### src/sv/gad_pkg.sv
// Shared types and constants for the galvo angle to DAC word block.
package gad_pkg;

    // Input item: command code and X/Y angles in signed Q8.8 degrees
    typedef struct packed {
        logic               func;
        logic signed [15:0] angle_x;
        logic signed [15:0] angle_y;
    } s_item_t;

    // Result item: one DAC command word with status and end-of-item flag
    typedef struct packed {
        logic [31:0] spi_word;
        logic        status;
        logic        last;
    } m_item_t;

    // Configuration register contents
    typedef struct packed {
        logic               differential_wiring;
        logic [3:0]         xp_chan;
        logic [3:0]         xm_chan;
        logic [3:0]         yp_chan;
        logic [3:0]         ym_chan;
        logic signed [19:0] codes_per_degree;
    } cfg_t;

    // What the product stage hands on to the result sequencer
    typedef enum logic [1:0] {
        KIND_ENABLE,
        KIND_ERROR,
        KIND_ANGLE
    } kind_t;

    typedef struct packed {
        kind_t              kind;
        logic signed [35:0] sx;
        logic signed [35:0] sy;
    } prod_t;

    // Command codes
    localparam logic FUNC_ENABLE = 1'b0;

    // Register indexes
    localparam int CFG_IDX_W = 3;
    localparam int CFG_DATA_W = 20;
    localparam logic [CFG_IDX_W-1:0] CFG_DIFFERENTIAL = 3'd0;
    localparam logic [CFG_IDX_W-1:0] CFG_X_PLUS       = 3'd1;
    localparam logic [CFG_IDX_W-1:0] CFG_X_MINUS      = 3'd2;
    localparam logic [CFG_IDX_W-1:0] CFG_Y_PLUS       = 3'd3;
    localparam logic [CFG_IDX_W-1:0] CFG_Y_MINUS      = 3'd4;
    localparam logic [CFG_IDX_W-1:0] CFG_GAIN         = 3'd5;

    // Register reset values
    localparam logic [3:0]         RST_X_PLUS  = 4'd0;
    localparam logic [3:0]         RST_X_MINUS = 4'd1;
    localparam logic [3:0]         RST_Y_PLUS  = 4'd2;
    localparam logic [3:0]         RST_Y_MINUS = 4'd3;
    localparam logic signed [19:0] RST_GAIN    = 20'sd419430;

    // DAC command words
    localparam logic [31:0] ENABLE_REF_WORD = 32'h0800_0001;
    localparam logic [7:0]  WRITE_CONTROL   = 8'h03;

    // Mid-scale 32767.5 plus one half for rounding, in units of 1/65536 code
    localparam logic signed [36:0] ROUND_OFFSET = 37'sh0_8000_0000;

endpackage

### src/sv/gad_cfg.sv
// Configuration register file for the galvo angle to DAC word block.
module gad_cfg (
    input  logic                          aclk,
    input  logic                          aresetn,
    input  logic                          cfg_we,
    input  logic [gad_pkg::CFG_IDX_W-1:0] cfg_index,
    input  logic [gad_pkg::CFG_DATA_W-1:0] cfg_wdata,
    output gad_pkg::cfg_t                 cfg
);
    import gad_pkg::*;

    cfg_t cfg_reg;
    cfg_t cfg_next;

    // Decode the write; unknown indexes leave everything as is
    always_comb begin
        cfg_next = cfg_reg;
        if (cfg_we) begin
            unique case (cfg_index)
                CFG_DIFFERENTIAL: cfg_next.differential_wiring = cfg_wdata[0];
                CFG_X_PLUS:       cfg_next.xp_chan = cfg_wdata[3:0];
                CFG_X_MINUS:      cfg_next.xm_chan = cfg_wdata[3:0];
                CFG_Y_PLUS:       cfg_next.yp_chan = cfg_wdata[3:0];
                CFG_Y_MINUS:      cfg_next.ym_chan = cfg_wdata[3:0];
                CFG_GAIN:         cfg_next.codes_per_degree = $signed(cfg_wdata);
                default:          cfg_next = cfg_reg;
            endcase
        end
    end

    always_ff @(posedge aclk) begin
        if (!aresetn) begin
            cfg_reg.differential_wiring <= 1'b0;
            cfg_reg.xp_chan             <= RST_X_PLUS;
            cfg_reg.xm_chan             <= RST_X_MINUS;
            cfg_reg.yp_chan             <= RST_Y_PLUS;
            cfg_reg.ym_chan             <= RST_Y_MINUS;
            cfg_reg.codes_per_degree    <= RST_GAIN;
        end else begin
            cfg_reg <= cfg_next;
        end
    end

    assign cfg = cfg_reg;

endmodule

### src/sv/gad_scale.sv
// Input register, reference flag and angle-times-gain product register.
module gad_scale (
    input  logic             aclk,
    input  logic             aresetn,
    input  gad_pkg::cfg_t    cfg,
    input  logic             s_valid,
    output logic             s_ready,
    input  gad_pkg::s_item_t s_item,
    output logic             prod_valid,
    input  logic             prod_ready,
    output gad_pkg::prod_t   prod
);
    import gad_pkg::*;

    logic    in_valid_reg;
    s_item_t in_item_reg;
    logic    prod_valid_reg;
    prod_t   prod_reg;
    prod_t   prod_next;
    logic    ref_on_reg;
    logic    prod_load;
    logic    in_load;

    // Stage handshakes: each register frees when its contents move on
    assign prod_load = in_valid_reg && (!prod_valid_reg || prod_ready);
    assign s_ready   = !in_valid_reg || prod_load;
    assign in_load   = s_valid && s_ready;

    // Classify the item and form both products
    always_comb begin
        prod_next.sx = 36'($signed(in_item_reg.angle_x) * $signed(cfg.codes_per_degree));
        prod_next.sy = 36'($signed(in_item_reg.angle_y) * $signed(cfg.codes_per_degree));
        if (in_item_reg.func == FUNC_ENABLE) begin
            prod_next.kind = KIND_ENABLE;
        end else if (!ref_on_reg) begin
            prod_next.kind = KIND_ERROR;
        end else begin
            prod_next.kind = KIND_ANGLE;
        end
    end

    // Control state
    always_ff @(posedge aclk) begin
        if (!aresetn) begin
            in_valid_reg   <= 1'b0;
            prod_valid_reg <= 1'b0;
            ref_on_reg     <= 1'b0;
        end else begin
            if (s_ready) begin
                in_valid_reg <= s_valid;
            end
            if (prod_load) begin
                prod_valid_reg <= 1'b1;
                if (in_item_reg.func == FUNC_ENABLE) begin
                    ref_on_reg <= 1'b1;
                end
            end else if (prod_ready) begin
                prod_valid_reg <= 1'b0;
            end
        end
    end

    // Payload
    always_ff @(posedge aclk) begin
        if (in_load) begin
            in_item_reg <= s_item;
        end
        if (prod_load) begin
            prod_reg <= prod_next;
        end
    end

    assign prod_valid = prod_valid_reg;
    assign prod       = prod_reg;

    // Once the reference is on it stays on until reset
    a_ref_sticky: assert property (@(posedge aclk) disable iff (!aresetn)
        ref_on_reg |=> ref_on_reg)
        else $error("reference flag dropped");

    // An angle pair only reaches the sequencer after the reference is on
    a_angle_needs_ref: assert property (@(posedge aclk) disable iff (!aresetn)
        prod_valid_reg && prod_reg.kind == KIND_ANGLE |-> ref_on_reg)
        else $error("angle item without reference");

endmodule

### src/sv/gad_emit.sv
// Result sequencer: turns one product item into its DAC words, one per cycle while m_ready does not stall the output.
module gad_emit (
    input  logic             aclk,
    input  logic             aresetn,
    input  gad_pkg::cfg_t    cfg,
    input  logic             prod_valid,
    output logic             prod_ready,
    input  gad_pkg::prod_t   prod,
    output logic             m_valid,
    input  logic             m_ready,
    output gad_pkg::m_item_t m_item
);
    import gad_pkg::*;

    logic               m_valid_reg;
    m_item_t            m_item_reg;
    m_item_t            m_item_next;
    logic [1:0]         idx_reg;
    logic [1:0]         idx_next;
    logic [1:0]         slot;
    logic               is_last;
    logic               out_load;
    logic [3:0]         chan;
    logic signed [36:0] sel_w;
    logic signed [36:0] scaled_w;
    logic signed [36:0] sum_w;
    logic [15:0]        code;

    assign out_load = prod_valid && (!m_valid_reg || m_ready);

    // Slot: bit 1 picks Y, bit 0 picks the minus channel
    assign slot = cfg.differential_wiring ? idx_reg : {idx_reg[0], 1'b0};

    always_comb begin
        if (prod.kind != KIND_ANGLE) begin
            is_last = 1'b1;
        end else if (cfg.differential_wiring) begin
            is_last = (idx_reg == 2'd3);
        end else begin
            is_last = (idx_reg == 2'd1);
        end
    end

    assign prod_ready = out_load && is_last;
    assign idx_next   = is_last ? 2'd0 : idx_reg + 2'd1;

    // Negate for a minus channel, then offset, round and saturate the selected product
    always_comb begin
        sel_w    = slot[1] ? 37'($signed(prod.sy)) : 37'($signed(prod.sx));
        scaled_w = slot[0] ? -sel_w : sel_w;
        sum_w    = scaled_w + ROUND_OFFSET;
        if (sum_w[36]) begin
            code = 16'h0000;
        end else if (|sum_w[35:32]) begin
            code = 16'hFFFF;
        end else begin
            code = sum_w[31:16];
        end
    end

    always_comb begin
        unique case (slot)
            2'd0:    chan = cfg.xp_chan;
            2'd1:    chan = cfg.xm_chan;
            2'd2:    chan = cfg.yp_chan;
            default: chan = cfg.ym_chan;
        endcase
    end

    // Build the result word
    always_comb begin
        m_item_next.last = is_last;
        unique case (prod.kind)
            KIND_ENABLE: begin
                m_item_next.spi_word = ENABLE_REF_WORD;
                m_item_next.status   = 1'b0;
            end
            KIND_ERROR: begin
                m_item_next.spi_word = 32'h0000_0000;
                m_item_next.status   = 1'b1;
            end
            default: begin
                m_item_next.spi_word = {WRITE_CONTROL, chan, code, 4'h0};
                m_item_next.status   = 1'b0;
            end
        endcase
    end

    // Control state
    always_ff @(posedge aclk) begin
        if (!aresetn) begin
            m_valid_reg <= 1'b0;
            idx_reg     <= 2'd0;
        end else begin
            if (out_load) begin
                m_valid_reg <= 1'b1;
                idx_reg     <= idx_next;
            end else if (m_ready) begin
                m_valid_reg <= 1'b0;
            end
        end
    end

    // Payload
    always_ff @(posedge aclk) begin
        if (out_load) begin
            m_item_reg <= m_item_next;
        end
    end

    assign m_valid = m_valid_reg;
    assign m_item  = m_item_reg;

    // Enable and error items never run past their first word
    a_single_word: assert property (@(posedge aclk) disable iff (!aresetn)
        prod_valid && prod.kind != KIND_ANGLE |-> idx_reg == 2'd0)
        else $error("single-word item at nonzero index");

    // An error result is a lone zero word
    a_error_form: assert property (@(posedge aclk) disable iff (!aresetn)
        m_valid_reg && m_item_reg.status |-> m_item_reg.last && m_item_reg.spi_word == 32'h0)
        else $error("malformed error result");

    // The product item is released only together with its final word
    a_release_last: assert property (@(posedge aclk) disable iff (!aresetn)
        prod_ready |=> m_valid_reg && m_item_reg.last)
        else $error("product released before final word");

endmodule

### src/sv/galvo_angle_to_dac_words.sv
// Galvo angle to DAC word converter, top level.
// An enable command (func 0) sends the internal-reference word 0x08000001 and
// arms the block; an angle pair (func 1) sent before that gets one zero word
// with status 1. An armed angle pair gives X+ then Y+ words, or X+, X-, Y+, Y-
// with differential wiring (angle negated for X- and Y-), each code =
// round(angle * codes_per_degree/256 + 32767.5) clamped to 0..65535, packed
// as control 3, channel, code, 4'b0. Items pass the input, product and result
// registers. The result register takes one word per cycle while m_ready does
// not stall it, so an enable or error item gives one word, an angle pair two
// (single-ended) or four (differential); items are accepted back to back as
// words drain. Write the configuration only while no item is in flight.
module galvo_angle_to_dac_words (
    input  logic                            aclk,
    input  logic                            aresetn,
    input  logic                            cfg_we,
    input  logic [gad_pkg::CFG_IDX_W-1:0]   cfg_index,
    input  logic [gad_pkg::CFG_DATA_W-1:0]  cfg_wdata,
    input  logic                            s_valid,
    output logic                            s_ready,
    input  gad_pkg::s_item_t                s_item,
    output logic                            m_valid,
    input  logic                            m_ready,
    output gad_pkg::m_item_t                m_item
);
    import gad_pkg::*;

    cfg_t  cfg;
    prod_t prod;
    logic  prod_valid;
    logic  prod_ready;

    gad_cfg u_cfg (
        .aclk      (aclk),
        .aresetn   (aresetn),
        .cfg_we    (cfg_we),
        .cfg_index (cfg_index),
        .cfg_wdata (cfg_wdata),
        .cfg       (cfg)
    );

    gad_scale u_scale (
        .aclk       (aclk),
        .aresetn    (aresetn),
        .cfg        (cfg),
        .s_valid    (s_valid),
        .s_ready    (s_ready),
        .s_item     (s_item),
        .prod_valid (prod_valid),
        .prod_ready (prod_ready),
        .prod       (prod)
    );

    gad_emit u_emit (
        .aclk       (aclk),
        .aresetn    (aresetn),
        .cfg        (cfg),
        .prod_valid (prod_valid),
        .prod_ready (prod_ready),
        .prod       (prod),
        .m_valid    (m_valid),
        .m_ready    (m_ready),
        .m_item     (m_item)
    );

endmodule
### config.mk
export PLATFORM = sky130hd
export DESIGN_NAME = galvo_angle_to_dac_words
export DESIGN_NICKNAME = d
export VERILOG_FILES = /design/src/sv/gad_pkg.sv /design/src/sv/gad_cfg.sv /design/src/sv/gad_scale.sv /design/src/sv/gad_emit.sv /design/src/sv/galvo_angle_to_dac_words.sv
export SDC_FILE = /design/constraint.sdc
export NUM_CORES = 2
export LEC_CHECK = 0
export ABC_AREA = 1
export BUFFER_PORTS_ARGS = -buffer_cell sky130_fd_sc_hd__clkbuf_2
export CAP_MARGIN = 20
export CORE_MARGIN = 2
export CORE_UTILIZATION = 45
export CTS_CLUSTER_SIZE = 30
export DETAILED_ROUTE_END_ITERATION = 10
export PLACE_DENSITY = 0.68
export SLEW_MARGIN = 0
export SYNTH_ARGS = -nofsm -noshare
export SYNTH_HDL_FRONTEND = slang
export SYNTH_SLANG_ARGS = --single-unit
### constraint.sdc
create_clock -name aclk -period 19.1 [get_ports aclk]
set_input_delay 5.73 -clock aclk [delete_from_list [all_inputs] [get_ports aclk]]
set_output_delay 5.73 -clock aclk [all_outputs]
set_load 0.02 [all_outputs]
=== Word level (Yosys, flattened, before mapping) ===
Index checks and enable logic that the tools add are counted.

* Word-level logic and storage cells: 75
* Output and inout port bits: 36
* Flip-flop bits (word level): 184
* Bits of input ports: 61

* Eq/ne operators: 11
* Reductions and logical operators: 23
* Add/sub/neg operators: 3
* Multipliers: 2
* Bitwise gates (word level): 1
* Multiplexer cells: 15

{| class="wikitable"
|+ Operators by type and width
! cell !! number
|-
| $mux 37 || 2
|-
| $mul 16x20->36 || 2
|-
| $pmux 29 s2 || 1
|-
| $add 37x33->37 const B || 1
|-
| $neg 37->37 || 1
|-
| $mux 16 || 2
|-
| $reduce_and 2->1 || 7
|-
| $pmux 4 s3 || 1
|-
| $eq 2x1->1 const B || 3
|-
| $eq 3x2->1 const B || 2
|-
| $eq 3x3->1 const B || 2
|-
| $mux 1 || 6
|-
| $mux 2 || 3
|-
| $eq 2x2->1 const B || 2
|-
| $logic_and 1x1->1 || 4
|-
| $logic_not 2->1 || 2
|-
| $reduce_bool 2->1 || 2
|-
| $reduce_or 4->1 || 1
|-
| $eq 3x1->1 const B || 1
|-
| $logic_not 1->1 || 3
|-
| $logic_not 3->1 || 1
|-
| $logic_or 1x1->1 || 3
|-
| $add 2x1->2 const B || 1
|-
| $ne 2x2->1 const B || 1
|-
| $not 1->1 || 1
|}

=== Longest topological paths before layout ===
* Depth after elaboration: 9
* Depth in mapped cells: 27
* Mapped depth without buffers: 25

=== Cells and area by module ===
Synthesis repeated with hierarchy kept, for this count alone.

* Cell total of the unflattened synthesis: 4,252
* Area total of the unflattened synthesis: 33,113.0 um2

{| class="wikitable"
|+ By module, submodules not included
! module !! times used !! area each (um2) !! cells an instance !! seq. area each (um2)
|-
| gad_scale || 1 || 29,075.4 || 3,642 || 3,273.1
|-
| gad_emit || 1 || 2,533.7 || 394 || 780.7
|-
| gad_cfg || 1 || 1,503.9 || 216 || 740.7
|}

=== Worst setup path before layout ===
No wires, ideal clock.

* Kind: input to output
* From: input port m_ready
* To: output port s_ready
* Stages: 4
* Path buffers: 0
* Arrival time: 6,239 ps
* Setup slack: 7,131 ps
* Cells stage by stage: inv_1 > nand2_1 > a21oi_1 > nand2_1

* Cells in the longest elaborated chain, start to end: 6

{| class="wikitable"
|+ RTL lines
! what !! RTL line !! text
|-
| start, declared || galvo_angle_to_dac_words.sv:22 || <nowiki>input logic m_ready,</nowiki>
|-
| $logic_or 1x1->1 || gad_emit.sv:29 || <nowiki>assign out_load = prod_valid && (!m_valid_reg || m_ready);</nowiki>
|-
| $logic_and 1x1->1 || gad_emit.sv:29 ||
|-
| $logic_and 1x1->1 || gad_emit.sv:44 || <nowiki>assign prod_ready = out_load && is_last;</nowiki>
|-
| $logic_or 1x1->1 || gad_scale.sv:25 || <nowiki>assign prod_load = in_valid_reg && (!prod_valid_reg || prod_ready);</nowiki>
|-
| $logic_and 1x1->1 || gad_scale.sv:25 ||
|-
| $logic_or 1x1->1 || gad_scale.sv:26 || <nowiki>assign s_ready = !in_valid_reg || prod_load;</nowiki>
|-
| end, declared || galvo_angle_to_dac_words.sv:19 || <nowiki>output logic s_ready,</nowiki>
|}

Every way passes these cells.

=== Worst setup path after layout ===
Same ends and word-level chain as after synthesis.

==> flow_metrics.tcl <==
set metrics [dict create \
    status "completed" \
    fill_cells 6752 \
    hold_viol_final 0 \
    multi_input_area_um2 22100 \
    die_h_um 270 \
    die_area_um2 73000 \
    drt-initial-drc-count 1755 \
    grt_antenna_before_repair 1 \
    cts_max_level 4 \
    synthFlopType "edfxtp_1" \
    grt_pass1_vias 24854 \
    clkLatencyLatePin_ns 0.47 \
    ioPinCount 97 \
    antenna_cells 0 \
    avgSynthCellArea_um2 8.30 \
    fin_crit_sh 0.646 \
    netlist_instances 3842 \
    skew_ns 0.0161 \
    track_usage 0.221 \
    synth_common_cells "1125 x inv_1, 900 x nand2_1, 636 x fa_1" \
    viasPerCell 4.89 \
    dp.cells 4733 \
    largest_reg_flops 74 \
    core_um2 70100 \
    cts_max_path_buffers 2 \
    dieWidth_um 270 \
    netlist.area_leader.share 0.399 \
    crit_start "m_ready" \
    cts_buffers 17 \
    rsz0062_at_grt "false" \
    cp_max_fo 3 \
    wl_mm 75.3 \
    clkSinkCount 174 \
    worstReg2RegStart "u_scale.in_item_reg[17]$_DFFE_PP_" \
    cts_root_buf "clkbuf_16" \
    ys_ff_latch 174 \
    synth_edf_count 131 \
    area_growth_pct 5.32 \
    grt_overflow 0 \
    hold_path.startpoint "u_cfg.cfg[14]$_SDFFE_PN1P_" \
    worstRegToRegCells 18 \
    min_to "u_cfg.cfg[14]$_SDFFE_PN1P_" \
    drt-pass1-iter-count 6 \
    synth.most_common_cell "inv_1" \
    drive_gt1_frac 0.0520 \
    maxCapViolations 0 \
    grt_max_degree 76 \
    num_vias 23308 \
    grt_pass1_wl_mm 128 \
    ant_nets 0 \
    fmax_mhz 81.1 \
    finalSetupViolCount 0 \
    dp_hpwl_mm 60.5 \
    r2r-end "u_scale.prod[69]$_DFFE_PP_" \
    worst_setup_path_start_kind "input pin" \
    cts-resized-gates 0 \
    r2r_setup_slack_ns 11.87 \
    cts_hold_buf 0 \
    critical_path_class "input pin to output port" \
    slew_headroom 0.260 \
    synth.area.top_cells "fa_1 40%, inv_1 13%, edfxtp_1 12%" \
    seqCellArea_um2 4800 \
    synth_largest_area_cell "fa_1" \
    finalSetupTns_ns 0 \
    cts_tree "done" \
    ys_seq_area_frac 0.150 \
    cp.arrival_ns 6.61 \
    io_buffers 88 \
    gp_congestion 0.880 \
    worst_pin_slew_ns 1.11 \
    endpoint_kind "output port" \
    ys_types 51 \
    layout_min_cycle_time_ns 12.34 \
    rows 97 \
    start_util 0.455 \
    syn_area_um2 31900 \
    postCtsSetupRepairBufs 0 \
    hold_class "flop to flop" \
    synthArstFlopShare 0 \
    drv_slew 0 \
    min_path_cells 2 \
    routedWlPerCell_um 15.8 \
    yosysWarnings 0 \
    required_ns 13.37 \
    drc 0 \
    fin_cells 4765 \
    nets 4690 \
    clk_pin_slew_ns 0.07 \
]
area by class of cell:
cell class / count / area share
Clock inverter: 15 / 0.00514
Clock buffer: 17 / 0.0127
Timing Repair Buffer: 119 / 0.0200
Multi-Input combinational cell: 2367 / 0.658
Tap cell: 940 / 0.0350
Sequential cell: 174 / 0.143
Inverter: 1133 / 0.127
cells by family after synthesis:
family	synth area share
buffers and inverters	0.158
AND/OR/NAND/NOR	0.160
adder cells (fa/ha/maj)	0.470
AO/OA/AOI/OAI	0.0344
flip-flops	0.150
XOR/XNOR	0.0272
other	0.000118
critical path, cell delays in order:
cell	delay [ns]
clkbuf_2	0.08
inv_1	0.04
nand2_1	0.07
a21oi_1	0.35
nand2_1	0.16
clkbuf_2	0.19
layer usage:
layer  wire length (um)  GRT usage  vias up
met2              34500      0.354      720
met4               3010     0.0878        0
met5                  0          0        -
met3               4920     0.0342      126
met1              32800      0.302    11545
li1                   -          -    10917
how the worst max path moves through the flow:
| stage | end | slack (ns) | cells past startpoint |
|---|---|---|---|
| after detailed placement | s_ready | 6.76 | 6 |
| after CTS | s_ready | 6.76 | 6 |
| after global placement | s_ready | 6.75 | 6 |
| final | s_ready | 6.76 | 6 |
| after floorplan | s_ready | 7.13 | 4 |
| after global routing | s_ready | 6.67 | 6 |
metrics by stage:
step	utilization	cell area [um2]	hold slack, ns	worst slack (ns)
4_1_cts	0.479	33600	0.463	6.76
2_1_floorplan	-	31900	0.429	7.13
3_3_place_gp	0.470	33000	0.439	6.75
3_5_place_dp	0.470	33000	0.445	6.76
5_1_grt	0.479	33600	0.486	6.67
6_report	0.479	33600	0.462	6.76
cells in the final DEF, fill, tap and decap left out, types with 2 or more instances in the layout:
master | synthesis | layout
nand2_1 | 900 | 900
a21boi_0 | 4 | 4
o21ai_0 | 68 | 68
nand3_1 | 76 | 76
xor2_1 | 63 | 63
inv_8 | 0 | 2
o31ai_1 | 2 | 2
xnor2_1 | 36 | 36
a31oi_1 | 4 | 4
inv_4 | 0 | 2
nor2_1 | 172 | 170
nand4_1 | 26 | 26
clkinv_8 | 0 | 6
o21ai_2 | 2 | 2
clkbuf_2 | 0 | 88
dfxtp_1 | 43 | 42
nand2_4 | 2 | 2
or2_2 | 2 | 2
fa_1 | 636 | 636
conb_1 | 1 | 8
nand3b_1 | 16 | 16
inv_6 | 0 | 3
ha_1 | 181 | 181
o221ai_1 | 6 | 6
a21oi_1 | 84 | 84
nor3_1 | 20 | 20
a41oi_1 | 4 | 4
inv_2 | 7 | 8
o211ai_1 | 7 | 7
o21ai_1 | 4 | 4
nor2_2 | 4 | 5
inv_1 | 1125 | 1124
nand2_2 | 16 | 16
o21a_1 | 5 | 5
nor2_4 | 5 | 6
edfxtp_1 | 131 | 131
clkbuf_16 | 0 | 17
buf_4 | 16 | 31
nor4_1 | 3 | 3
Power is not shown: default switching activity piles up to over one toggle a cycle in this logic, so the estimate is an artifact.
